===== src/hdl/stereo_ff_fb_delay_effect_top_assert.svh =====
// ----------------------------------------------------------------------------
// assertion macros
// shared check macros for the stereo delay effect, clocked on clk, off in rst
// ----------------------------------------------------------------------------
`ifndef STEREO_FF_FB_DELAY_EFFECT_TOP_ASSERT_SVH
`define STEREO_FF_FB_DELAY_EFFECT_TOP_ASSERT_SVH

// same-cycle implication
`define SFFD_ASSERT_NOW(label, ante, cons) \
  label: assert property (@(posedge clk) disable iff (rst) (ante) |-> (cons)) \
    else $error("sffd check failed");

// next-cycle implication
`define SFFD_ASSERT_NEXT(label, ante, cons) \
  label: assert property (@(posedge clk) disable iff (rst) (ante) |=> (cons)) \
    else $error("sffd check failed");

`endif


===== src/hdl/sffd_pkg.sv =====
// ----------------------------------------------------------------------------
// sffd_pkg
// shared constants and types of the stereo feedforward/feedback delay effect
// ----------------------------------------------------------------------------
`default_nettype none

package sffd_pkg;

  localparam int DEPTH_DEFAULT              = 4096;
  localparam int SAMPLE_BITS_DEFAULT        = 24;
  localparam int GAIN_FRACTION_BITS_DEFAULT = 12;

  localparam int GAIN_BITS      = 16;
  localparam int DELAY_BITS     = 12;
  localparam int APB_DATA_BITS  = 32;
  localparam int APB_ADDR_BITS  = 5;
  localparam int QUEUE_DEPTH    = 2;

  localparam logic [GAIN_BITS-1:0] DRY_GAIN_RESET = GAIN_BITS'(4096);
  localparam logic [GAIN_BITS-1:0] FF_GAIN_RESET  = GAIN_BITS'(0);
  localparam logic [GAIN_BITS-1:0] FB_GAIN_RESET  = GAIN_BITS'(0);
  localparam logic [GAIN_BITS-1:0] OUT_GAIN_RESET = GAIN_BITS'(4096);

  typedef enum logic [2:0] {
    REG_DRY_GAIN = 3'd0,
    REG_FF_GAIN  = 3'd1,
    REG_FB_GAIN  = 3'd2,
    REG_OUT_GAIN = 3'd3,
    REG_FF_DELAY = 3'd4,
    REG_FB_DELAY = 3'd5
  } reg_idx_t;

  typedef struct packed {
    logic [GAIN_BITS-1:0]  dry_gain;
    logic [GAIN_BITS-1:0]  ff_gain;
    logic [GAIN_BITS-1:0]  fb_gain;
    logic [GAIN_BITS-1:0]  out_gain;
    logic [DELAY_BITS-1:0] ff_delay;
    logic [DELAY_BITS-1:0] fb_delay;
  } cfg_t;

  typedef struct packed {
    logic ff_zero;
    logic ff_valid;
    logic fb_zero;
    logic fb_valid;
  } tap_ctrl_t;

endpackage

`default_nettype wire


===== src/hdl/sffd_queue.sv =====
// ----------------------------------------------------------------------------
// sffd_queue
// short fifo between the front and the back end
// ----------------------------------------------------------------------------
`default_nettype none
`include "stereo_ff_fb_delay_effect_top_assert.svh"

module sffd_queue #(
  parameter int WIDTH   = 8,
  parameter int ENTRIES = sffd_pkg::QUEUE_DEPTH
) (
  input  logic             clk,
  input  logic             rst,
  input  logic             wr_en,
  input  logic [WIDTH-1:0] din,
  output logic             full,
  input  logic             rd_en,
  output logic [WIDTH-1:0] dout,
  output logic             empty
);

  localparam int AW = (ENTRIES > 1) ? $clog2(ENTRIES) : 1;
  localparam int CW = $clog2(ENTRIES + 1);

  logic [WIDTH-1:0] slots [ENTRIES];
  logic [AW-1:0]    wr_ptr;
  logic [AW-1:0]    rd_ptr;
  logic [CW-1:0]    count;

  assign full  = count == CW'(ENTRIES);
  assign empty = count == '0;
  assign dout  = slots[rd_ptr];

  always_ff @(posedge clk) begin
    if (wr_en) slots[wr_ptr] <= din;
  end

  always_ff @(posedge clk) begin
    if (rst) begin
      wr_ptr <= '0;
      rd_ptr <= '0;
      count  <= '0;
    end else begin
      if (wr_en) wr_ptr <= (wr_ptr == AW'(ENTRIES - 1)) ? '0 : wr_ptr + 1'b1;
      if (rd_en) rd_ptr <= (rd_ptr == AW'(ENTRIES - 1)) ? '0 : rd_ptr + 1'b1;
      case ({wr_en, rd_en})
        2'b10:   count <= count + 1'b1;
        2'b01:   count <= count - 1'b1;
        default: count <= count;
      endcase
    end
  end

  `SFFD_ASSERT_NEXT(a_count_up, wr_en && !rd_en, count == $past(count) + 1'b1)
  `SFFD_ASSERT_NOW(a_read_nonempty, rd_en, !empty)
  `SFFD_ASSERT_NOW(a_write_not_full, wr_en, !full)

endmodule

`default_nettype wire


===== config.mk =====
export PLATFORM = sky130hd
export DESIGN_NAME = sffd_queue
export DESIGN_NICKNAME = d
export VERILOG_FILES = /design/src/hdl/sffd_pkg.sv /design/src/hdl/sffd_queue.sv
export VERILOG_INCLUDE_DIRS = /design/src /design/src/hdl
export SDC_FILE = /design/constraint.sdc
export NUM_CORES = 1
export LEC_CHECK = 0
export ABC_CLOCK_PERIOD_IN_PS = 1310
export BUFFER_PORTS_ARGS = -buffer_cell sky130_fd_sc_hd__buf_4
export CELL_PAD_IN_SITES_DETAIL_PLACEMENT = 2
export CELL_PAD_IN_SITES_GLOBAL_PLACEMENT = 2
export CORE_ASPECT_RATIO = 0.6
export CORE_MARGIN = 3
export CORE_UTILIZATION = 33
export CTS_CLUSTER_SIZE = 16
export DETAILED_ROUTE_END_ITERATION = 16
export HOLD_SLACK_MARGIN = 0.12
export PLACE_DENSITY = 0.83
export SLEW_MARGIN = 5
export SYNTH_ARGS = -nofsm -noshare
export SYNTH_HDL_FRONTEND = slang
export SYNTH_SLANG_ARGS = --single-unit

===== constraint.sdc =====
create_clock -name clk -period 1.31 [get_ports clk]
set_input_delay 0.262 -clock clk [delete_from_list [all_inputs] [get_ports clk]]
set_output_delay 0.262 -clock clk [all_outputs]
set_load 0.02 [all_outputs]

==> qor.yml <==
critPathSlowestCell: "dfxtp_2"
path_common_cell: "buf_6"
dieArea_sq_mm: 0.00300
dr.pass1.iters: 4
syn-num-nets: 60
max_stage_delay_ps: 360
clk_latency_ps: 260
drive_above_1_share_pct: 53.3
nNetsFinal: 89
final-hold-violation-count: 0
synth-seq-area-share_pct: 74.4
final_cells: 103
timing.fmax_mhz: 678
maxCapViolCount: 0
dp.cells: 99
hold_path.startpoint: "din[0]"
drc: 0
synthSimpleGateAreaFrac_pct: 5.61
synth_compound_area_share_pct: 1.28
synth_cell_types: 14
core-area_sq_mm: 0.00204
crit_fanout: 5
cts-resized-gates: 18
synth-seq-cells: 21
dp_slack_ps: 5.10
wl_per_cell_um: 19.6
grt_pass1_wl_um: 3080
synth.area.top_cells: "edfxtp_1 62%, dfxtp_1 13%, mux2_2 12%, xnor2_1 3.4%, nor2_1 2.9%"
crit_buf_inv: 2
root_buffer: "clkbuf_8"
violations: "setup timing"
min_period_ps: 1470
path_cells: "buf_6 -> mux2_4 -> buf_6"
fp.dieH_um: 43.7
final_area_sq_mm: 0.00111
status: "complete, but fails checks"
wirelength_um: 2020
crit_required_ps: 1050
synth.largest_area_cell: "edfxtp_1"
critPathLaunchType: "register"
fin_ws_ps: -165
postSynth.asyncResetShare_pct: 0
synthAdderAreaFrac_pct: 1.60
cts_buffers: 3
relSlewSlack_pct: 71.4
clk_pin_slew_ps: 80
holdCritPathClass: "in2reg"
drv_slew: 0
yosysWarnings: 0
cp_top_family: "flip-flops"
synth_top_family_by_area: "multiplexers"
postPlaceCellArea_sq_um: 998
utilization_pct: 54.6
grt_pass1_vias: 531
drtIter0Drc: 25
ctsHoldBuffers: 0
ios: 22
end_kind: "primary output"
synth_top_area_share_pct: 61.5
hpwl_um: 1260
tightest_slew_ps: 429
synth_common_cells: "16 x edfxtp_1, 8 x mux2_2, 6 x nor2_1"
dieWidth_um: 68.8
start_util_pct: 38.2
setup_violations: 8
portBuffers: 21
finalClockSkew_ps: 4.41
ant_nets: 0
htreeDepth: 1
synth.area.mux_share_pct: 11.5
post_cts_buffers: 0
synth-main-ff-cell: "edfxtp_1"
rr_startpoint: "wr_ptr"
syn_inst: 47
grt_start_max_net_pins: 13
grt_overflow: 0
synth.avg_cell_area_sq_um: 16.6
area_growth_pct: 42.8
synth-edff-count: 16
row_count: 12
syn_area_sq_um: 781
cp.arrival_ps: 1210
clkSinkCount: 21
n_antenna_cell: 0
synthXorXnorAreaFrac_pct: 4.49
grtUsageTotal_pct: 15.5
peakVddDrop_v: 0.000702
synth_most_common_cell: "edfxtp_1"
crit_type: "reg2out"
cts_tree: "done"
fin_crit_sh_pct: 113
grt_antenna_before_repair: 0
power_leakage_nw: 0.458
cellPowerDensity_mw_per_mm2: 1390
clk_path_buf_depth: 2
rsz0062_at_grt: "true"
vias: 480
viasPerCell: 4.66
gp_congestion: 0.665
registers in the layout, indices dropped and copies added, names as in the netlist, named ones only:
name	cells
count	2
rd_ptr	1
slots	16
wr_ptr	1
per-layer routing:
metal  global-route usage [%]  routed length, um  vias up  share of wire, %
met3                     6.48                 89        2               4.4
met1                     19.4                851      237                42
li1                         -                  -      224                 -
met2                     26.0               1050       17                52
met4                     1.55                 30        0               1.5
met5                        0                  0        -                 0
layout make-up:
type / instances / area [sq um]
repair buffers: 25 / 225
inverters: 1 / 3.75
clock buffers: 3 / 41.3
fillers: 192 / 927
well taps: 28 / 35.0
flip-flops and latches: 21 / 583
multi-input cells: 24 / 221
clock inverters: 1 / 5.00
final timing paths:
check             slack, ps          end  depth (start not counted)
setup / recovery       -160      dout[1]                          3
hold / removal          190  slots[1][0]                          1
setup reg to reg        170  slots[1][3]                          1
hold reg to reg         510     count[1]                          2
metrics by stage:
stage          power [mW]  setup TNS (ps)  hold slack [ps]
5_1_grt              1.63           -1490              176
3_5_place_dp         1.08               0              452
2_1_floorplan       0.945               0              331
3_3_place_gp         1.06               0              447
4_1_cts              1.55           -1140              181
6_report             1.55           -1190              186
placed cells by master, fill, tap and decap left out, types with 2 or more instances in the layout:
| cell type | netlist | final |
|---|---|---|
| buf_4 | 0 | 15 |
| buf_6 | 0 | 10 |
| clkbuf_8 | 0 | 3 |
| dfxtp_1 | 5 | 3 |
| dfxtp_2 | 0 | 2 |
| edfxtp_1 | 16 | 16 |
| mux2_4 | 0 | 8 |
| nor2_1 | 6 | 6 |
| xnor2_1 | 3 | 3 |
cell families (layout without fill, tap and decap cells):
group,Yosys count,count (layout)
AOI/OAI and AO/OA,2,2
and+or+nand+nor,9,9
DFF,21,21
buffers and inverters,2,30
muxes,8,8
adders and majority gates,1,1
xor gates and xnor gates,4,4
power by group:
part / switching, mW / total, mW / internal [mW]
Clock: 0.208 / 0.420 / 0.212
Combinational: 0.156 / 0.329 / 0.173
Sequential: 0.0278 / 0.798 / 0.771
Total: 0.392 / 1.55 / 1.15
Power figures use the tool's default switching activity.
