--- src/hdl/stereo_ff_fb_delay_effect_top_assert.svh ---
// ----------------------------------------------------------------------------
// assertion macros
// shared check macros for the stereo delay effect, clocked on clk, off in rst
// ----------------------------------------------------------------------------
`ifndef STEREO_FF_FB_DELAY_EFFECT_TOP_ASSERT_SVH
`define STEREO_FF_FB_DELAY_EFFECT_TOP_ASSERT_SVH

// same-cycle implication
`define SFFD_ASSERT_NOW(label, ante, cons) \
  label: assert property (@(posedge clk) disable iff (rst) (ante) |-> (cons)) \
    else $error("sffd check failed");

// next-cycle implication
`define SFFD_ASSERT_NEXT(label, ante, cons) \
  label: assert property (@(posedge clk) disable iff (rst) (ante) |=> (cons)) \
    else $error("sffd check failed");

`endif

--- src/hdl/sffd_pkg.sv ---
// ----------------------------------------------------------------------------
// sffd_pkg
// shared constants and types of the stereo feedforward/feedback delay effect
// ----------------------------------------------------------------------------
`default_nettype none

package sffd_pkg;

  localparam int DEPTH_DEFAULT              = 4096;
  localparam int SAMPLE_BITS_DEFAULT        = 24;
  localparam int GAIN_FRACTION_BITS_DEFAULT = 12;

  localparam int GAIN_BITS      = 16;
  localparam int DELAY_BITS     = 12;
  localparam int APB_DATA_BITS  = 32;
  localparam int APB_ADDR_BITS  = 5;
  localparam int QUEUE_DEPTH    = 2;

  localparam logic [GAIN_BITS-1:0] DRY_GAIN_RESET = GAIN_BITS'(4096);
  localparam logic [GAIN_BITS-1:0] FF_GAIN_RESET  = GAIN_BITS'(0);
  localparam logic [GAIN_BITS-1:0] FB_GAIN_RESET  = GAIN_BITS'(0);
  localparam logic [GAIN_BITS-1:0] OUT_GAIN_RESET = GAIN_BITS'(4096);

  typedef enum logic [2:0] {
    REG_DRY_GAIN = 3'd0,
    REG_FF_GAIN  = 3'd1,
    REG_FB_GAIN  = 3'd2,
    REG_OUT_GAIN = 3'd3,
    REG_FF_DELAY = 3'd4,
    REG_FB_DELAY = 3'd5
  } reg_idx_t;

  typedef struct packed {
    logic [GAIN_BITS-1:0]  dry_gain;
    logic [GAIN_BITS-1:0]  ff_gain;
    logic [GAIN_BITS-1:0]  fb_gain;
    logic [GAIN_BITS-1:0]  out_gain;
    logic [DELAY_BITS-1:0] ff_delay;
    logic [DELAY_BITS-1:0] fb_delay;
  } cfg_t;

  typedef struct packed {
    logic ff_zero;
    logic ff_valid;
    logic fb_zero;
    logic fb_valid;
  } tap_ctrl_t;

endpackage

`default_nettype wire

--- src/hdl/sffd_front.sv ---
// ----------------------------------------------------------------------------
// sffd_front
// takes input frames, tracks the frame position and classifies both taps
// ----------------------------------------------------------------------------
`default_nettype none

module sffd_front #(
  parameter int DEPTH       = sffd_pkg::DEPTH_DEFAULT,
  parameter int SAMPLE_BITS = sffd_pkg::SAMPLE_BITS_DEFAULT
) (
  input  logic                       clk,
  input  logic                       rst,
  input  sffd_pkg::cfg_t             cfg,
  input  logic                       in_valid,
  output logic                       in_ready,
  input  logic [SAMPLE_BITS-1:0]     in_left,
  input  logic [SAMPLE_BITS-1:0]     in_right,
  input  logic                       q_full,
  output logic                       q_push,
  output logic [$clog2(DEPTH)-1:0]   e_pos,
  output logic [$clog2(DEPTH)-1:0]   e_ffi,
  output logic [$clog2(DEPTH)-1:0]   e_fbi,
  output sffd_pkg::tap_ctrl_t        e_ctrl,
  output logic [SAMPLE_BITS-1:0]     e_left,
  output logic [SAMPLE_BITS-1:0]     e_right
);

  localparam int PW = $clog2(DEPTH);

  logic [PW-1:0] pos;
  logic          filled;
  logic [31:0]   pos32;
  logic [31:0]   ffd32;
  logic [31:0]   fbd32;
  logic [31:0]   ff_idx;
  logic [31:0]   fb_idx;
  logic          ff_ge;
  logic          fb_ge;
  logic          last;

  assign in_ready = !q_full;
  assign q_push   = in_valid & in_ready;
  assign e_left   = in_left;
  assign e_right  = in_right;
  assign e_pos    = pos;

  always_comb begin
    pos32  = 32'(pos);
    ffd32  = 32'(cfg.ff_delay);
    fbd32  = 32'(cfg.fb_delay);
    ff_ge  = pos32 >= ffd32;
    fb_ge  = pos32 >= fbd32;
    ff_idx = ff_ge ? pos32 - ffd32 : pos32 + 32'(DEPTH) - ffd32;
    fb_idx = fb_ge ? pos32 - fbd32 : pos32 + 32'(DEPTH) - fbd32;
    e_ffi  = ff_idx[PW-1:0];
    e_fbi  = fb_idx[PW-1:0];
    // a tap index that wraps below slot zero is valid only once the history has wrapped
    e_ctrl.ff_zero  = cfg.ff_delay == '0;
    e_ctrl.ff_valid = filled | ff_ge;
    e_ctrl.fb_zero  = cfg.fb_delay == '0;
    e_ctrl.fb_valid = filled | fb_ge;
    last = pos32 == 32'(DEPTH - 1);
  end

  always_ff @(posedge clk) begin
    if (rst) begin
      pos    <= '0;
      filled <= 1'b0;
    end else if (q_push) begin
      if (last) begin
        pos    <= '0;
        filled <= 1'b1;
      end else begin
        pos <= pos + 1'b1;
      end
    end
  end

endmodule

`default_nettype wire

--- config.mk ---
export PLATFORM = sky130hd
export DESIGN_NAME = sffd_front
export DESIGN_NICKNAME = d
export VERILOG_FILES = /design/src/hdl/stereo_ff_fb_delay_effect_top_assert.svh /design/src/hdl/sffd_pkg.sv /design/src/hdl/sffd_front.sv
export SDC_FILE = /design/constraint.sdc
export NUM_CORES = 1
export LEC_CHECK = 0
export ABC_AREA = 1
export BUFFER_PORTS_ARGS = -buffer_cell sky130_fd_sc_hd__buf_2
export CAP_MARGIN = 20
export CORE_ASPECT_RATIO = 1.5
export CORE_MARGIN = 2
export CORE_UTILIZATION = 30
export CTS_BUF_LIST = sky130_fd_sc_hd__clkbuf_4 sky130_fd_sc_hd__clkbuf_8 sky130_fd_sc_hd__clkbuf_16
export CTS_CLUSTER_SIZE = 30
export DETAILED_ROUTE_END_ITERATION = 8
export MAX_ROUTING_LAYER = met4
export PLACE_DENSITY_LB_ADDON = 0.05
export SETUP_SLACK_MARGIN = 0.02
export SYNTH_ARGS = -nofsm -noshare
export SYNTH_HDL_FRONTEND = slang
export SYNTH_SLANG_ARGS = --single-unit
--- constraint.sdc ---
create_clock -name clk -period 3.27 [get_ports clk]
set_input_delay 0.1635 -clock clk [delete_from_list [all_inputs] [get_ports clk]]
set_output_delay 0.1635 -clock clk [all_outputs]
set_load 0.01 [all_outputs]
==> impl_metrics.sql <==
INSERT INTO impl_metrics (metric_group, metric, value, unit) VALUES
('status', 'run_status', 'finished clean', ''),
('cts', 'max-clock-path-buffers', '2', ''),
('cells_and_area', 'fillers', '917', ''),
('timing', 'whs', '0.2297', 'ns'),
('synthesis', 'synth.avg_cell_area', '6.391', 'um^2'),
('grt', 'antenna_found_initial', '0', ''),
('floorplanning', 'die_y', '112.7', 'um'),
('synthesis', 'synth_cell_types', '29', ''),
('cts', 'clk_latency', '0.24', 'ns'),
('cells_and_area', 'layout-area-overhead-vs-synth', '6.878', '%'),
('setup_path', 'path_common_cell', 'sky130_fd_sc_hd__nand2_1', ''),
('flow_run', 'maxcap_violations', '0', ''),
('grt', 'grt_pass1_wl', '11.28', 'mm'),
('setup_path', 'worst_path_max_delay_cell', 'sky130_fd_sc_hd__dfxtp_1', ''),
('synthesis', 'ys_warn_count', '0', ''),
('cells_and_area', 'finish.net_count', '562', ''),
('setup_path', 'critical_path.max_stage_delay', '0.49', 'ns'),
('cts', 'post_cts_buffers', '0', ''),
('floorplanning', 'io_pins', '230', ''),
('cts', 'htreeDepth', '1', ''),
('setup_path', 'critPathKind', 'flip-flop to output pin', ''),
('cells_and_area', 'total_area_of_multi_input_combinational_cells', '0.001486', 'mm^2'),
('timing', 'grt_setup_unrepaired', 'no', ''),
('placed_design', 'cell_count_after_placement', '492', ''),
('routing', 'ant_nets', '0', ''),
('timing', 'report.final.slew_viol_count', '0', ''),
('timing', 'worst_slew_margin_rel', '0.7656', ''),
('synthesis', 'syn_inst', '370', ''),
('cts', 'cts-root-buf', 'sky130_fd_sc_hd__clkbuf_16', ''),
('setup_path', 'crit_path_max_fanout', '8', ''),
('synthesis', 'yosys_register_bits', '13', ''),
('floorplanning', 'floorplan_die_width', '76.49', 'um'),
('setup_path', 'setup.worst_path.start_class', 'flip-flop', ''),
('pwr', 'power', '579.1', 'uW'),
('timing', 'finalCriticalPeriod', '2.294', 'ns'),
('placed_design', 'dpl.hpwl', '6.470', 'mm'),
('floorplanning', 'die_area', '0.008623', 'mm^2'),
('min_path', 'hold_path_startpoint', 'rst', ''),
('setup_path', 'regToRegSetupSlack', '1.76', 'ns'),
('min_path', 'hold_path_depth', '2', ''),
('placed_design', 'placedInstanceArea', '0.002445', 'mm^2'),
('grt', 'grt-ovfl-total', '0', ''),
('cells_and_area', 'most_frequent_standard_cell_in_the_layout_excluding_fill_and_tap_cells', 'sky130_fd_sc_hd__nand2_1', ''),
('timing', 'maxClockFrequency', '0.4359', 'GHz'),
('min_path', 'min_to', 'e_pos[1]', ''),
('timing', 'hold_viol_final', '0', ''),
('cells_and_area', 'n_antenna_cell', '0', ''),
('cells_and_area', 'final-seq-area', '260.3', 'um^2'),
('setup_path', 'cp_data_required_time', '3.11', 'ns'),
('synthesis', 'mappedNetlistArea', '0.002365', 'mm^2'),
('cells_and_area', 'layout-drive-gt1-share', '0.2259', ''),
('routing', 'wl', '7.276', 'mm'),
('cts', 'cts_repair_resize_count', '0', ''),
('synthesis', 'postSynthNetCount', '537', ''),
('setup_path', 'arrival', '2.13', 'ns'),
('timing', 'final_min_period_over_clock_period', '0.7016', ''),
('cells_and_area', 'mostFrequentLayoutCells', 'sky130_fd_sc_hd__nand2_1, sky130_fd_sc_hd__buf_2, sky130_fd_sc_hd__inv_1', ''),
('cts', 'cts_hold_buf', '0', ''),
('placed_design', 'place.port_buffers', '69', ''),
('timing', 'setup_viol', '0', ''),
('pwr', 'vdd.ir_drop.worst', '135.3', 'uV'),
('cts', 'tritoncts', 'yes', ''),
('routing', 'routedWlPerCell', '14.67', 'um'),
('routing', 'count_of_unresolved_drc_violations_after_routing', '0', ''),
('routing', 'viasPerCell', '4.625', ''),
('setup_path', 'r2r_depth', '7', ''),
('floorplanning', 'floorplan.initialDensity', '0.3107', ''),
('routing', 'dr_total_vias', '2294', ''),
('cells_and_area', 'post-route-util', '0.3320', ''),
('floorplanning', 'coreArea', '0.007612', 'mm^2'),
('setup_path', 'worst_path_dominant_cell_family', 'compound AO/OA/AOI/OAI gates', '');
-- layout make-up --
type | instances | share of cell area
multi-input cells | 248 | 0.5881
clock buffers | 4 | 0.03267
inverters | 60 | 0.08911
flip-flops and latches | 13 | 0.1030
well taps | 102 | 0.05049
repair buffers | 69 | 0.1366
-- cells by family (layout without fill, tap and decap cells) --
group	after synthesis	after routing	synth area share
adder cells (fa/ha/maj)	27	27	0.1492
buffers and inverters	109	133	0.2614
flip-flops	13	13	0.1101
XOR/XNOR	20	20	0.07407
AO/OA/AOI/OAI	45	45	0.1048
AND/OR/NAND/NOR	156	156	0.3005
-- worst max-delay path by stage --
stage	slack [ns]	cells past startpoint	startpoint	endpoint
2_1_floorplan	1.45	8	e_pos[0]	e_fbi[8]
3_3_place_gp	1.19	11	e_pos[0]	e_ctrl[0]
3_5_place_dp	1.20	11	e_pos[0]	e_ctrl[2]
4_1_cts	0.93	11	e_pos[0]	e_ctrl[2]
5_1_grt	0.75	11	e_pos[0]	e_ctrl[0]
6_report	0.98	8	e_pos[7]	e_ctrl[2]
-- metal layers --
metal / GRT usage / routed length [um]
met5: - / 0
met4: 0.08364 / 291
met3: 0.01994 / 320
met2: 0.3428 / 4126
met1: 0.1515 / 2537
-- cells in the mapped netlist (all sizes together) --
library cell  count  share of area
nand3            18          0.038
o21ai            14          0.033
dfxtp            13           0.11
xor2             11          0.041
bufbuf            1          0.014
a31oi             2         0.0053
nand4            15          0.040
nor3b             1         0.0032
a21boi            2         0.0063
nand3b            1         0.0032
fa                2          0.017
inv              60          0.095
nor4              2         0.0053
o21a              2         0.0063
ha               25           0.13
nand2            75           0.13
o21bai            1         0.0032
xnor2             9          0.033
a21oi            24          0.051
nor2             38          0.071
nor3              6          0.013
buf              48           0.15
-- where the power goes --
| part | total [mW] | internal (mW) | switching [mW] |
|---|---|---|---|
| Sequential | 0.162 | 0.160 | 0.00191 |
| Clock | 0.242 | 0.173 | 0.0688 |
| Combinational | 0.175 | 0.0693 | 0.106 |
-- flip-flops by register name, summed over array words and instances (netlist names) --
name / flops
filled: 1
e_pos: 12
(Power assumes the default switching activity.)
