==> src/hdl/stereo_ff_fb_delay_effect_top_assert.svh <==
// ----------------------------------------------------------------------------
// assertion macros
// shared check macros for the stereo delay effect, clocked on clk, off in rst
// ----------------------------------------------------------------------------
`ifndef STEREO_FF_FB_DELAY_EFFECT_TOP_ASSERT_SVH
`define STEREO_FF_FB_DELAY_EFFECT_TOP_ASSERT_SVH

// same-cycle implication
`define SFFD_ASSERT_NOW(label, ante, cons) \
  label: assert property (@(posedge clk) disable iff (rst) (ante) |-> (cons)) \
    else $error("sffd check failed");

// next-cycle implication
`define SFFD_ASSERT_NEXT(label, ante, cons) \
  label: assert property (@(posedge clk) disable iff (rst) (ante) |=> (cons)) \
    else $error("sffd check failed");

`endif

==> src/hdl/sffd_pkg.sv <==
// ----------------------------------------------------------------------------
// sffd_pkg
// shared constants and types of the stereo feedforward/feedback delay effect
// ----------------------------------------------------------------------------
`default_nettype none

package sffd_pkg;

  localparam int DEPTH_DEFAULT              = 4096;
  localparam int SAMPLE_BITS_DEFAULT        = 24;
  localparam int GAIN_FRACTION_BITS_DEFAULT = 12;

  localparam int GAIN_BITS      = 16;
  localparam int DELAY_BITS     = 12;
  localparam int APB_DATA_BITS  = 32;
  localparam int APB_ADDR_BITS  = 5;
  localparam int QUEUE_DEPTH    = 2;

  localparam logic [GAIN_BITS-1:0] DRY_GAIN_RESET = GAIN_BITS'(4096);
  localparam logic [GAIN_BITS-1:0] FF_GAIN_RESET  = GAIN_BITS'(0);
  localparam logic [GAIN_BITS-1:0] FB_GAIN_RESET  = GAIN_BITS'(0);
  localparam logic [GAIN_BITS-1:0] OUT_GAIN_RESET = GAIN_BITS'(4096);

  typedef enum logic [2:0] {
    REG_DRY_GAIN = 3'd0,
    REG_FF_GAIN  = 3'd1,
    REG_FB_GAIN  = 3'd2,
    REG_OUT_GAIN = 3'd3,
    REG_FF_DELAY = 3'd4,
    REG_FB_DELAY = 3'd5
  } reg_idx_t;

  typedef struct packed {
    logic [GAIN_BITS-1:0]  dry_gain;
    logic [GAIN_BITS-1:0]  ff_gain;
    logic [GAIN_BITS-1:0]  fb_gain;
    logic [GAIN_BITS-1:0]  out_gain;
    logic [DELAY_BITS-1:0] ff_delay;
    logic [DELAY_BITS-1:0] fb_delay;
  } cfg_t;

  typedef struct packed {
    logic ff_zero;
    logic ff_valid;
    logic fb_zero;
    logic fb_valid;
  } tap_ctrl_t;

endpackage

`default_nettype wire

==> src/hdl/sffd_regs.sv <==
// ----------------------------------------------------------------------------
// sffd_regs
// apb register file for gains and tap delays
// ----------------------------------------------------------------------------
`default_nettype none

module sffd_regs #(
  parameter int DEPTH = sffd_pkg::DEPTH_DEFAULT
) (
  input  logic                                clk,
  input  logic                                rst,
  input  logic                                psel,
  input  logic                                penable,
  input  logic                                pwrite,
  input  logic [sffd_pkg::APB_ADDR_BITS-1:0]  paddr,
  input  logic [sffd_pkg::APB_DATA_BITS-1:0]  pwdata,
  output logic [sffd_pkg::APB_DATA_BITS-1:0]  prdata,
  output logic                                pready,
  output sffd_pkg::cfg_t                      cfg
);

  localparam int DB = sffd_pkg::DELAY_BITS;
  localparam int GB = sffd_pkg::GAIN_BITS;
  localparam int AB = sffd_pkg::APB_ADDR_BITS;
  localparam int XB = sffd_pkg::APB_DATA_BITS;

  sffd_pkg::reg_idx_t idx;
  logic               wr;
  logic               delay_ok;

  assign pready   = 1'b1;
  assign idx      = sffd_pkg::reg_idx_t'(paddr[AB-1:2]);
  assign wr       = psel & penable & pwrite & pready;
  assign delay_ok = 32'(pwdata[DB-1:0]) < 32'(DEPTH);

  always_ff @(posedge clk) begin
    if (rst) begin
      cfg.dry_gain <= sffd_pkg::DRY_GAIN_RESET;
      cfg.ff_gain  <= sffd_pkg::FF_GAIN_RESET;
      cfg.fb_gain  <= sffd_pkg::FB_GAIN_RESET;
      cfg.out_gain <= sffd_pkg::OUT_GAIN_RESET;
      cfg.ff_delay <= '0;
      cfg.fb_delay <= '0;
    end else if (wr) begin
      case (idx)
        sffd_pkg::REG_DRY_GAIN: cfg.dry_gain <= pwdata[GB-1:0];
        sffd_pkg::REG_FF_GAIN:  cfg.ff_gain  <= pwdata[GB-1:0];
        sffd_pkg::REG_FB_GAIN:  cfg.fb_gain  <= pwdata[GB-1:0];
        sffd_pkg::REG_OUT_GAIN: cfg.out_gain <= pwdata[GB-1:0];
        sffd_pkg::REG_FF_DELAY: begin
          if (delay_ok) cfg.ff_delay <= pwdata[DB-1:0];
        end
        sffd_pkg::REG_FB_DELAY: begin
          if (delay_ok) cfg.fb_delay <= pwdata[DB-1:0];
        end
        default: ;
      endcase
    end
  end

  always_comb begin
    case (idx)
      sffd_pkg::REG_DRY_GAIN: prdata = XB'($signed(cfg.dry_gain));
      sffd_pkg::REG_FF_GAIN:  prdata = XB'($signed(cfg.ff_gain));
      sffd_pkg::REG_FB_GAIN:  prdata = XB'($signed(cfg.fb_gain));
      sffd_pkg::REG_OUT_GAIN: prdata = XB'($signed(cfg.out_gain));
      sffd_pkg::REG_FF_DELAY: prdata = XB'(cfg.ff_delay);
      sffd_pkg::REG_FB_DELAY: prdata = XB'(cfg.fb_delay);
      default:                prdata = '0;
    endcase
  end

endmodule

`default_nettype wire

==> config.mk <==
export PLATFORM = sky130hd
export DESIGN_NAME = sffd_regs
export DESIGN_NICKNAME = d
export VERILOG_FILES = /design/src/hdl/stereo_ff_fb_delay_effect_top_assert.svh /design/src/hdl/sffd_pkg.sv /design/src/hdl/sffd_regs.sv
export SDC_FILE = /design/constraint.sdc
export NUM_CORES = 1
export LEC_CHECK = 0
export BUFFER_PORTS_ARGS = -buffer_cell sky130_fd_sc_hd__buf_2
export CORE_MARGIN = 5
export CORE_UTILIZATION = 53
export DETAILED_ROUTE_END_ITERATION = 7
export GPL_ROUTABILITY_DRIVEN = 0
export PLACE_DENSITY = 0.95
export SYNTH_ARGS = -nofsm -noshare
export SYNTH_HDL_FRONTEND = slang
export SYNTH_SLANG_ARGS = --single-unit
export TNS_END_PERCENT = 50
==> constraint.sdc <==
create_clock -name clk -period 2 [get_ports clk]
set_input_delay 0.2 -clock clk [delete_from_list [all_inputs] [get_ports clk]]
set_output_delay 0.2 -clock clk [all_outputs]
set_load 0.01 [all_outputs]
==> results of run 1 <==
-- cell usage in the layout, fill, tap and decap left out --
| cell type | netlist | layout |
|---|---|---|
| buf_2 | 5 | 143 |
| nand2b_1 | 102 | 102 |
| mux2i_1 | 94 | 94 |
| dfxtp_1 | 88 | 88 |
| mux2_2 | 24 | 24 |
| a22oi_1 | 12 | 12 |
| clkbuf_8 | 0 | 10 |
| o21ai_0 | 9 | 9 |
| buf_4 | 20 | 9 |
| and2_1 | 6 | 6 |
| nor2_1 | 4 | 4 |
| mux4_2 | 4 | 4 |
| a32oi_1 | 3 | 3 |
| nand2_1 | 3 | 3 |
| a221oi_1 | 3 | 3 |
| a21oi_1 | 3 | 3 |
| nand2_4 | 3 | 3 |
| clkinv_2 | 0 | 2 |
| buf_12 | 0 | 2 |
| nor2b_1 | 1 | 1 |
| inv_1 | 1 | 1 |
| nor2_4 | 1 | 1 |
| and2b_1 | 1 | 1 |
| and4_1 | 1 | 1 |
| and2b_2 | 1 | 1 |
| and4b_2 | 1 | 1 |
| conb_1 | 1 | 1 |
| clkinvlp_4 | 0 | 1 |
| bufinv_16 | 0 | 1 |
| clkbuf_1 | 12 | 1 |
| clkinv_4 | 0 | 1 |
-- layout make-up --
class                      instances  area (sq um)
timing repair buffer             154         823.3
multi-input combinational        277          2297
inverter                           1         3.754
fill                             658          2919
tap                              105         131.4
sequential                        88          1762
clock buffer                      11         141.4
clock inverter                     5         56.30
-- metal layers --
metal | track usage | part of all wire | vias to the layer above
met2 | 0.3696 | 0.49 | 120
met3 | 0.05121 | 0.064 | 15
li1 | - | - | 1628
met5 | 0 | 0 | -
met4 | 0.06218 | 0.015 | 0
met1 | 0.2669 | 0.43 | 1649
-- worst min-delay path, stage by stage --
cell     delay, ps
buf_2           90
nor2_1          50
mux2i_1        110
-- logic make-up after synthesis --
group / share of synthesized area
multiplexers: 0.2983
other: 0.0008598
AO/OA/AOI/OAI: 0.04647
flip-flops: 0.4039
buffers and inverters: 0.06942
AND/OR/NAND/NOR: 0.1810
-- per-stage QoR --
step | std cells | setup WS [ps] | util
2_1_floorplan | 410 | 409.8 | -
3_3_place_gp | 625 | 250.5 | 0.6168
3_5_place_dp | 625 | 204.6 | 0.6168
4_1_cts | 641 | 185.0 | 0.6411
5_1_grt | 641 | 95.07 | 0.6411
6_report | 641 | 205.9 | 0.6411
-- power by group --
group | leakage, nW | switching [mW] | internal, mW
combinational | 2.02 | 0.146 | 0.120
sequential | 0.709 | 0.0103 | 1.76
clock | 0.0993 | 0.613 | 0.611
total | 2.83 | 0.770 | 2.49
-- Yosys cell counts (all sizes together) --
| cell type | count | area share |
|---|---|---|
| nand2b | 102 | 0.15 |
| mux2i | 94 | 0.22 |
| dfxtp | 88 | 0.40 |
| buf | 32 | 0.058 |
| mux2 | 24 | 0.062 |
| a22oi | 12 | 0.021 |
| clkbuf | 12 | 0.010 |
| o21ai | 9 | 0.010 |
| and2 | 6 | 0.0086 |
| nand2 | 6 | 0.010 |
| nor2 | 5 | 0.0060 |
| mux4 | 4 | 0.021 |
| a21oi | 3 | 0.0034 |
| a221oi | 3 | 0.0060 |
| a32oi | 3 | 0.0060 |
| and2b | 2 | 0.0037 |
| and4 | 1 | 0.0020 |
| and4b | 1 | 0.0026 |
| conb | 1 | 0.00086 |
| inv | 1 | 0.00086 |
| nor2b | 1 | 0.0014 |
-- path summary, 6_finish.rpt --
path	from	endpoint	slack (ps)
worst min-delay path	pwdata[12]	cfg[36]$_SDFFE_PP1P_	150
worst max-delay path	cfg[55]$_SDFFE_PP0P_	prdata[18]	210
worst min register to register	cfg[69]$_SDFFE_PP0P_	cfg[69]$_SDFFE_PP0P_	490
worst max register to register	cfg[39]$_SDFFE_PP0P_	cfg[39]$_SDFFE_PP0P_	1340
==> impl_metrics.csv, run 1 <==
group,metric,value,unit
status,status,"completed",
cts,cts_sinks,88,
timing,hold_viol,0,
setup_path,slowest_stage,"mux4_2",
timing,skew,0,ps
detailed_routing,first_iter_violations,83,
finish,synthToLayoutAreaGrowth,19.56,%
setup_path,critPathRequiredTime,1800,ps
finish,largestRegisters,"cfg (88)",
global_routing,antenna_found_initial,0,
finish,fin_area,5215,sq um
detailed_routing,antenna_left,0,
finish,drive_gt1_frac,0.3787,
global_routing,grt_usage,0.2149,
finish,num_antenna_cells,0,
floorplan,die_w,100.7,um
detailed_routing,vias_per_cell,5.323,
setup_path,crit_path_end_kind,"output pin",
synthesis,syn_nets,452,
detailed_routing,wirelength,10.91,mm
global_routing,grt_pass1_vias,3418,
floorplan,io_pins,163,
power_and_ir_drop,power_density,625.8,nW/um^2
cts,cts_setup_buffers,0,
power_and_ir_drop,vdd_drop_max,0.5516,mV
floorplan,die_area,10140,sq um
placed_design,hpwl,7.844,mm
setup_path,worst-path-buf-inv,1,
cts,htree_levels,3,
setup_path,cp_cell_sequence,"mux4_2, and2_1, buf_2",
synthesis,yosysUniqueCellTypes,26,
setup_path,cp_num_cells,3,
setup_path,cp_max_fo,17,
global_routing,grt_overflow,0,
detailed_routing,vias,3412,
placed_design,port_buffers,143,
synthesis,avgSynthCellArea,10.64,sq um
timing,fmax,557.4,MHz
flow_run,cap_violations,0,
synthesis,synth_sequential_area_ratio,0.4039,
cts,path_clk_slew,90,ps
synthesis,netlist_instances,410,
timing,fin_crit_sh,0.8970,
timing,setup_viol_count_final,0,
finish,fin_nets,573,
floorplan,core_area,8134,sq um
setup_path,start_kind,"flip-flop",
synthesis,yosys_warnings,0,
synthesis,syn_area,4362,sq um
timing,period_needed,1794,ps
global_routing,grt_max_degree,106,
detailed_routing,drc,0,
power_and_ir_drop,p_leak,2.827,nW
cts,holdBufCountCts,0,
global_routing,grt_first_pass_wirelength,17.31,mm
cts,cts_resized,0,
detailed_routing,firstDrtPassIters,5,
timing,slew_violations,0,
cts,cts_root_buf,"clkbuf_8",
cts,cts-buffers-inserted,9,
setup_path,critPathTopFamily,"multiplexers",
worst_hold_path,hold_path_class,"in -> reg",
finish,largest_register_ffs,88,
placed_design,placed_cell_area,5017,sq um
floorplan,start_util,0.5362,
synthesis,ys_ff_latch,88,
detailed_routing,routedWlPerCell,17.03,um
timing,rsz0062_at_grt,"false",
setup_path,path_class,"reg -> out",
setup_path,crit_arrival,1590,ps
cts,clk_path_buf_depth,2,
setup_path,max_stage_delay,450,ps
cts,cts_tree,"done",
finish,top_register,"cfg",
power_and_ir_drop,finalPower,3.263,mW
setup_path,rr_worst_depth,2,
floorplan,die_y,100.7,um
floorplan,placementRows,33,
timing,tns,0,ps
worst_hold_path,min_path_cells,3,
timing,hold_ws,149.3,ps
cts,insertion_delay,340,ps
(Power assumes the default switching activity.)
==> inputs of run 2 (changes only) <==
CELL_PAD_IN_SITES_DETAIL_PLACEMENT = 1   (was not set)
CELL_PAD_IN_SITES_GLOBAL_PLACEMENT = 2   (was not set)
CORE_MARGIN = 2   (was 5)
CORE_UTILIZATION = 32   (was 53)
SETUP_SLACK_MARGIN = 0.1   (was not set)
==> run 2 against run 1 <==
Compared with the run above: total power increased by 17%; fmax increased by 2.1%; sequential cell count unchanged.
==> impl_metrics.csv, run 2 (synthesis results as in run 1) <==
group,metric,value,unit
cts,cts_setup_buffers,0,
floorplan,core_area,13300,sq um
finish,fillers,1531,
global_routing,grt_pass1_vias,3623,
finish,drive_gt1_frac,0.3836,
power_and_ir_drop,vdd_drop_max,0.5021,mV
detailed_routing,drc,0,
detailed_routing,routedWlPerCell,18.14,um
global_routing,grt_overflow,0,
floorplan,die_w,120.8,um
timing,tns,0,ps
cts,path_clk_slew,60,ps
cts,cts_tree,"done",
timing,slew_violations,0,
power_and_ir_drop,finalPower,3.829,mW
setup_path,cp_cell_sequence,"mux4_2, and2_2, buf_2",
cts,cts-buffers-inserted,9,
cts,holdBufCountCts,0,
setup_path,path_class,"reg -> out",
floorplan,io_pins,163,
cts,cts_sinks,88,
timing,fmax,569.0,MHz
detailed_routing,firstDrtPassIters,4,
cts,clk_path_buf_depth,2,
finish,final_common_cell,"buf_2",
placed_design,port_buffers,143,
global_routing,grt_first_pass_wirelength,20.07,mm
detailed_routing,vias,3474,
detailed_routing,antenna_left,0,
setup_path,max_stage_delay,440,ps
global_routing,grt_max_degree,106,
finish,top_register,"cfg",
finish,num_antenna_cells,0,
setup_path,crit_arrival,1560,ps
timing,hold_ws,160.0,ps
setup_path,cp_max_fo,17,
setup_path,slowest_stage,"mux4_2",
floorplan,start_util,0.3281,
placed_design,place_ws,220.4,ps
finish,largest_register_ffs,88,
global_routing,use_met1,0.2161,
global_routing,grt_busiest_layer,"met2",
finish,final_cell_mix,"143 x buf_2, 102 x nand2b_1, 94 x mux2i_1",
flow_run,cap_violations,0,
power_and_ir_drop,power_density,703.3,nW/um^2
finish,final_util,0.4096,
worst_hold_path,hold_path_class,"in -> reg",
setup_path,crit_path_end_kind,"output pin",
setup_path,critPathRequiredTime,1800,ps
detailed_routing,vias_per_cell,4.872,
finish,synthToLayoutAreaGrowth,24.84,%
timing,skew,0,ps
timing,setup_viol_count_final,0,
timing,period_needed,1757,ps
setup_path,start_kind,"flip-flop",
detailed_routing,first_iter_violations,157,
global_routing,gr-usage-met2,0.3185,
timing,hold_viol,0,
global_routing,met3_usage,0.04623,
status,status,"completed",
floorplan,placementRows,42,
power_and_ir_drop,p_leak,2.892,nW
cts,htree_levels,3,
finish,fin_nets,574,
placed_design,hpwl,8.988,mm
cts,cts_root_buf,"clkbuf_16",
global_routing,grt_usage,0.1795,
setup_path,critPathTopFamily,"multiplexers",
floorplan,die_area,14580,sq um
finish,largestRegisters,"cfg (88)",
setup_path,worst-path-buf-inv,1,
timing,fin_crit_sh,0.8787,
detailed_routing,wirelength,12.94,mm
floorplan,die_y,120.8,um
cts,insertion_delay,340,ps
timing,rsz0062_at_grt,"false",
timing,postLayoutSetupSlackWorst,242.6,ps
global_routing,antenna_found_initial,0,
==> run 2: changes by cell type in the layout (fill, tap and decap cells not counted) <==
| cell | previous run | this run |
|---|---|---|
| and2_1 | 6 | 5 |
| and2_2 | 0 | 1 |
| buf_12 | 2 | 3 |
| clkbuf_1 | 1 | 0 |
| clkbuf_16 | 0 | 9 |
| clkbuf_8 | 10 | 3 |
| clkinv_2 | 2 | 1 |
==> run 2: cell type report <==
class | instances | area [sq um] | share of cell area
clock buffer | 12 | 266.5 | 0.04894
clock inverter | 4 | 51.30 | 0.009421
sequential | 88 | 1762 | 0.3235
inverter | 1 | 3.754 | 0.0006893
timing repair buffer | 155 | 843.3 | 0.1549
tap | 176 | 220.2 | 0.04044
multi-input combinational | 277 | 2298 | 0.4221
==> run 2: through the flow <==
step           cell area [sq um]  instances
4_1_cts                     5444        713
3_3_place_gp                5126        697
5_1_grt                     5445        713
3_5_place_dp                5126        697
6_report                    5445        713
2_1_floorplan               4362        410
==> run 2: repair_timing <==
item                                    CTS  global route
hold endpoints to repair                  0             0
resized for setup                         0             1
endpoints found under the setup margin    0             1
==> run 2: where the power goes <==
part           switching [mW]  internal (mW)
Clock                   0.705           1.07
Combinational           0.155          0.123
Sequential             0.0105           1.77
==> run 2: worst min-delay path: cells and delay by family <==
kind | cells | cell delay, ps
multiplexers | 1 | 120
AND/OR/NAND/NOR | 1 | 50
buffers and inverters | 1 | 90
==> run 2: path summary, 6_finish.rpt <==
kind / start / cells past startpoint / to / slack, ps
setup reg to reg: cfg[75]$_SDFFE_PP0P_ / 2 / cfg[75]$_SDFFE_PP0P_ / 1320
hold reg to reg: cfg[86]$_SDFFE_PP0P_ / 2 / cfg[86]$_SDFFE_PP0P_ / 480
hold / removal: pwdata[12] / 3 / cfg[84]$_SDFFE_PP1P_ / 160
setup / recovery: cfg[55]$_SDFFE_PP0P_ / 3 / prdata[31] / 240
==> run 2: metal layers <==
metal	vias to the layer above	part of all wire
met5	-	0
met4	0	0.0082
met1	1706	0.42
met2	107	0.52
met3	10	0.054
li1	1651	-
==> inputs of run 3 (changes only) <==
RECOVER_POWER = 25   (was not set)
==> run 3 against run 2 <==
Compared with the run above: fmax is essentially flat; design area shrank 1.2%; first-iteration DRC count grew 3.8%; largest cell class unchanged; clock skew is the same; hold slack gained 0.72 ps; die area is the same; highest routed layer unchanged; critical endpoint unchanged.
==> impl_metrics.csv, run 3 (synthesis results as in run 1) <==
group,metric,value,unit
status,status,"completed",
timing,skew,0,ps
setup_path,worst-path-buf-inv,1,
setup_path,critPathRequiredTime,1800,ps
setup_path,rr_worst_depth,2,
setup_path,start_kind,"flip-flop",
cts,path_clk_slew,60,ps
timing,tns,0,ps
setup_path,crit_path_end_kind,"output pin",
detailed_routing,drc,0,
placed_design,place_inst,697,
floorplan,placementRows,42,
detailed_routing,vias_per_cell,4.858,
global_routing,grt_pass1_vias,3623,
cts,htree_levels,3,
power_and_ir_drop,power_density,710.7,nW/um^2
finish,drive_gt1_frac,0.2868,
placed_design,hpwl,8.988,mm
setup_path,rr_startpoint,"cfg[8]$_SDFFE_PP0P_",
timing,slew_violations,0,
cts,insertion_delay,340,ps
global_routing,grt_usage,0.1795,
detailed_routing,antenna_left,0,
timing,rsz0062_at_grt,"false",
setup_path,rrSetupSlack,1320,ps
floorplan,io_pins,163,
placed_design,port_buffers,143,
setup_path,crit_arrival,1560,ps
setup_path,cp_num_cells,3,
timing,hold_ws,160.7,ps
setup_path,cp-startpoint,"cfg[55]$_SDFFE_PP0P_",
detailed_routing,first_iter_violations,163,
finish,synthToLayoutAreaGrowth,23.35,%
setup_path,r2r-end,"cfg[8]$_SDFFE_PP0P_",
setup_path,critPathTopFamily,"multiplexers",
power_and_ir_drop,vdd_drop_max,0.5017,mV
global_routing,grt_first_pass_wirelength,20.07,mm
floorplan,die_y,120.8,um
floorplan,die_area,14580,sq um
setup_path,max_stage_delay,440,ps
global_routing,antenna_found_initial,0,
setup_path,cp_max_fo,17,
floorplan,die_w,120.8,um
power_and_ir_drop,p_leak,2.667,nW
timing,period_needed,1759,ps
timing,hold_viol,0,
worst_hold_path,hold_path_class,"in -> reg",
setup_path,endpoint,"prdata[31]",
finish,final_cell_mix,"102 x nand2b_1, 94 x mux2i_1, 91 x buf_2",
detailed_routing,firstDrtPassIters,4,
finish,final_util,0.4047,
floorplan,start_util,0.3281,
setup_path,cp_cell_sequence,"mux4_2, and2_2, buf_2",
detailed_routing,wirelength,12.93,mm
setup_path,slowest_stage,"mux4_2",
global_routing,grt_max_degree,106,
finish,largestRegisters,"cfg (88)",
cts,clk_path_buf_depth,2,
timing,setup_viol_count_final,0,
flow_run,cap_violations,0,
detailed_routing,routedWlPerCell,18.13,um
timing,postLayoutSetupSlackWorst,241.4,ps
setup_path,path_class,"reg -> out",
finish,final_common_cell,"nand2b_1",
timing,fin_crit_sh,0.8793,
cts,cts-buffers-inserted,9,
cts,cts_root_buf,"clkbuf_16",
floorplan,core_area,13300,sq um
finish,layout.cells.non_filler,713,
finish,largest_register_ffs,88,
global_routing,grt_overflow,0,
cts,cts_tree,"done",
placed_design,place_ws,220.4,ps
finish,top_register,"cfg",
timing,fmax,568.6,MHz
cts,cts_setup_buffers,0,
finish,fin_nets,574,
finish,fillers,1556,
cts,cts_sinks,88,
detailed_routing,vias,3464,
finish,num_antenna_cells,0,
run 3: cell count changes in the layout (fill, tap and decap cells not counted):
cell | previous run | this run
buf_2 | 143 | 91
clkbuf_1 | 0 | 52
run 3: how the worst min path moves through the flow:
stage                              start                    to  slack, ps  cells after the start
floorplan                     pwdata[12]  cfg[36]$_SDFFE_PP1P_        370                      2
global placement    cfg[85]$_SDFFE_PP0P_  cfg[85]$_SDFFE_PP0P_        470                      2
detailed placement  cfg[86]$_SDFFE_PP0P_  cfg[86]$_SDFFE_PP0P_        480                      2
CTS                           pwdata[12]  cfg[84]$_SDFFE_PP1P_        160                      3
global route                  pwdata[12]  cfg[84]$_SDFFE_PP1P_        160                      3
finish                        pwdata[12]  cfg[84]$_SDFFE_PP1P_        160                      3
run 3: timing repair:
action,in CTS,in global routing
gates resized for setup,0,1
setup endpoints to repair,0,1
hold buffers,0,0
run 3: layout make-up:
cell class / count / area, sq um / area share
Multi-Input combinational cell: 277 / 2298 / 0.4272
Sequential cell: 88 / 1762 / 0.3274
Timing Repair Buffer: 155 / 778.2 / 0.1447
Clock buffer: 12 / 266.5 / 0.04953
Tap cell: 176 / 220.2 / 0.04093
Clock inverter: 4 / 51.30 / 0.009535
Inverter: 1 / 3.754 / 0.0006977
run 3: metal layers:
metal	wire length, um	track usage	share of wire	vias to the layer above
met2	6636	0.3185	0.51	110
met4	106	0.04360	0.0082	0
met3	713	0.04623	0.055	10
li1	-	-	-	1644
met1	5474	0.2161	0.42	1700
met5	0	0	0	-
run 3: per-stage QoR:
stage | cell area, sq um | total power, mW
2_1_floorplan | 4362 | 1.993
3_3_place_gp | 5126 | 2.087
3_5_place_dp | 5126 | 2.096
4_1_cts | 5444 | 3.875
5_1_grt | 5380 | 3.973
6_report | 5380 | 3.824
run 3: tightest hold or removal path, delay by kind of cell:
family / cells / cell delay [ps]
mux: 1 / 120
buf+inv: 1 / 90
simple gates: 1 / 50
run 3: power by group:
group | switching [mW] | internal, mW
clock network | 0.702 | 1.07
registers | 0.0107 | 1.77
logic | 0.155 | 0.121
total | 0.868 | 2.96
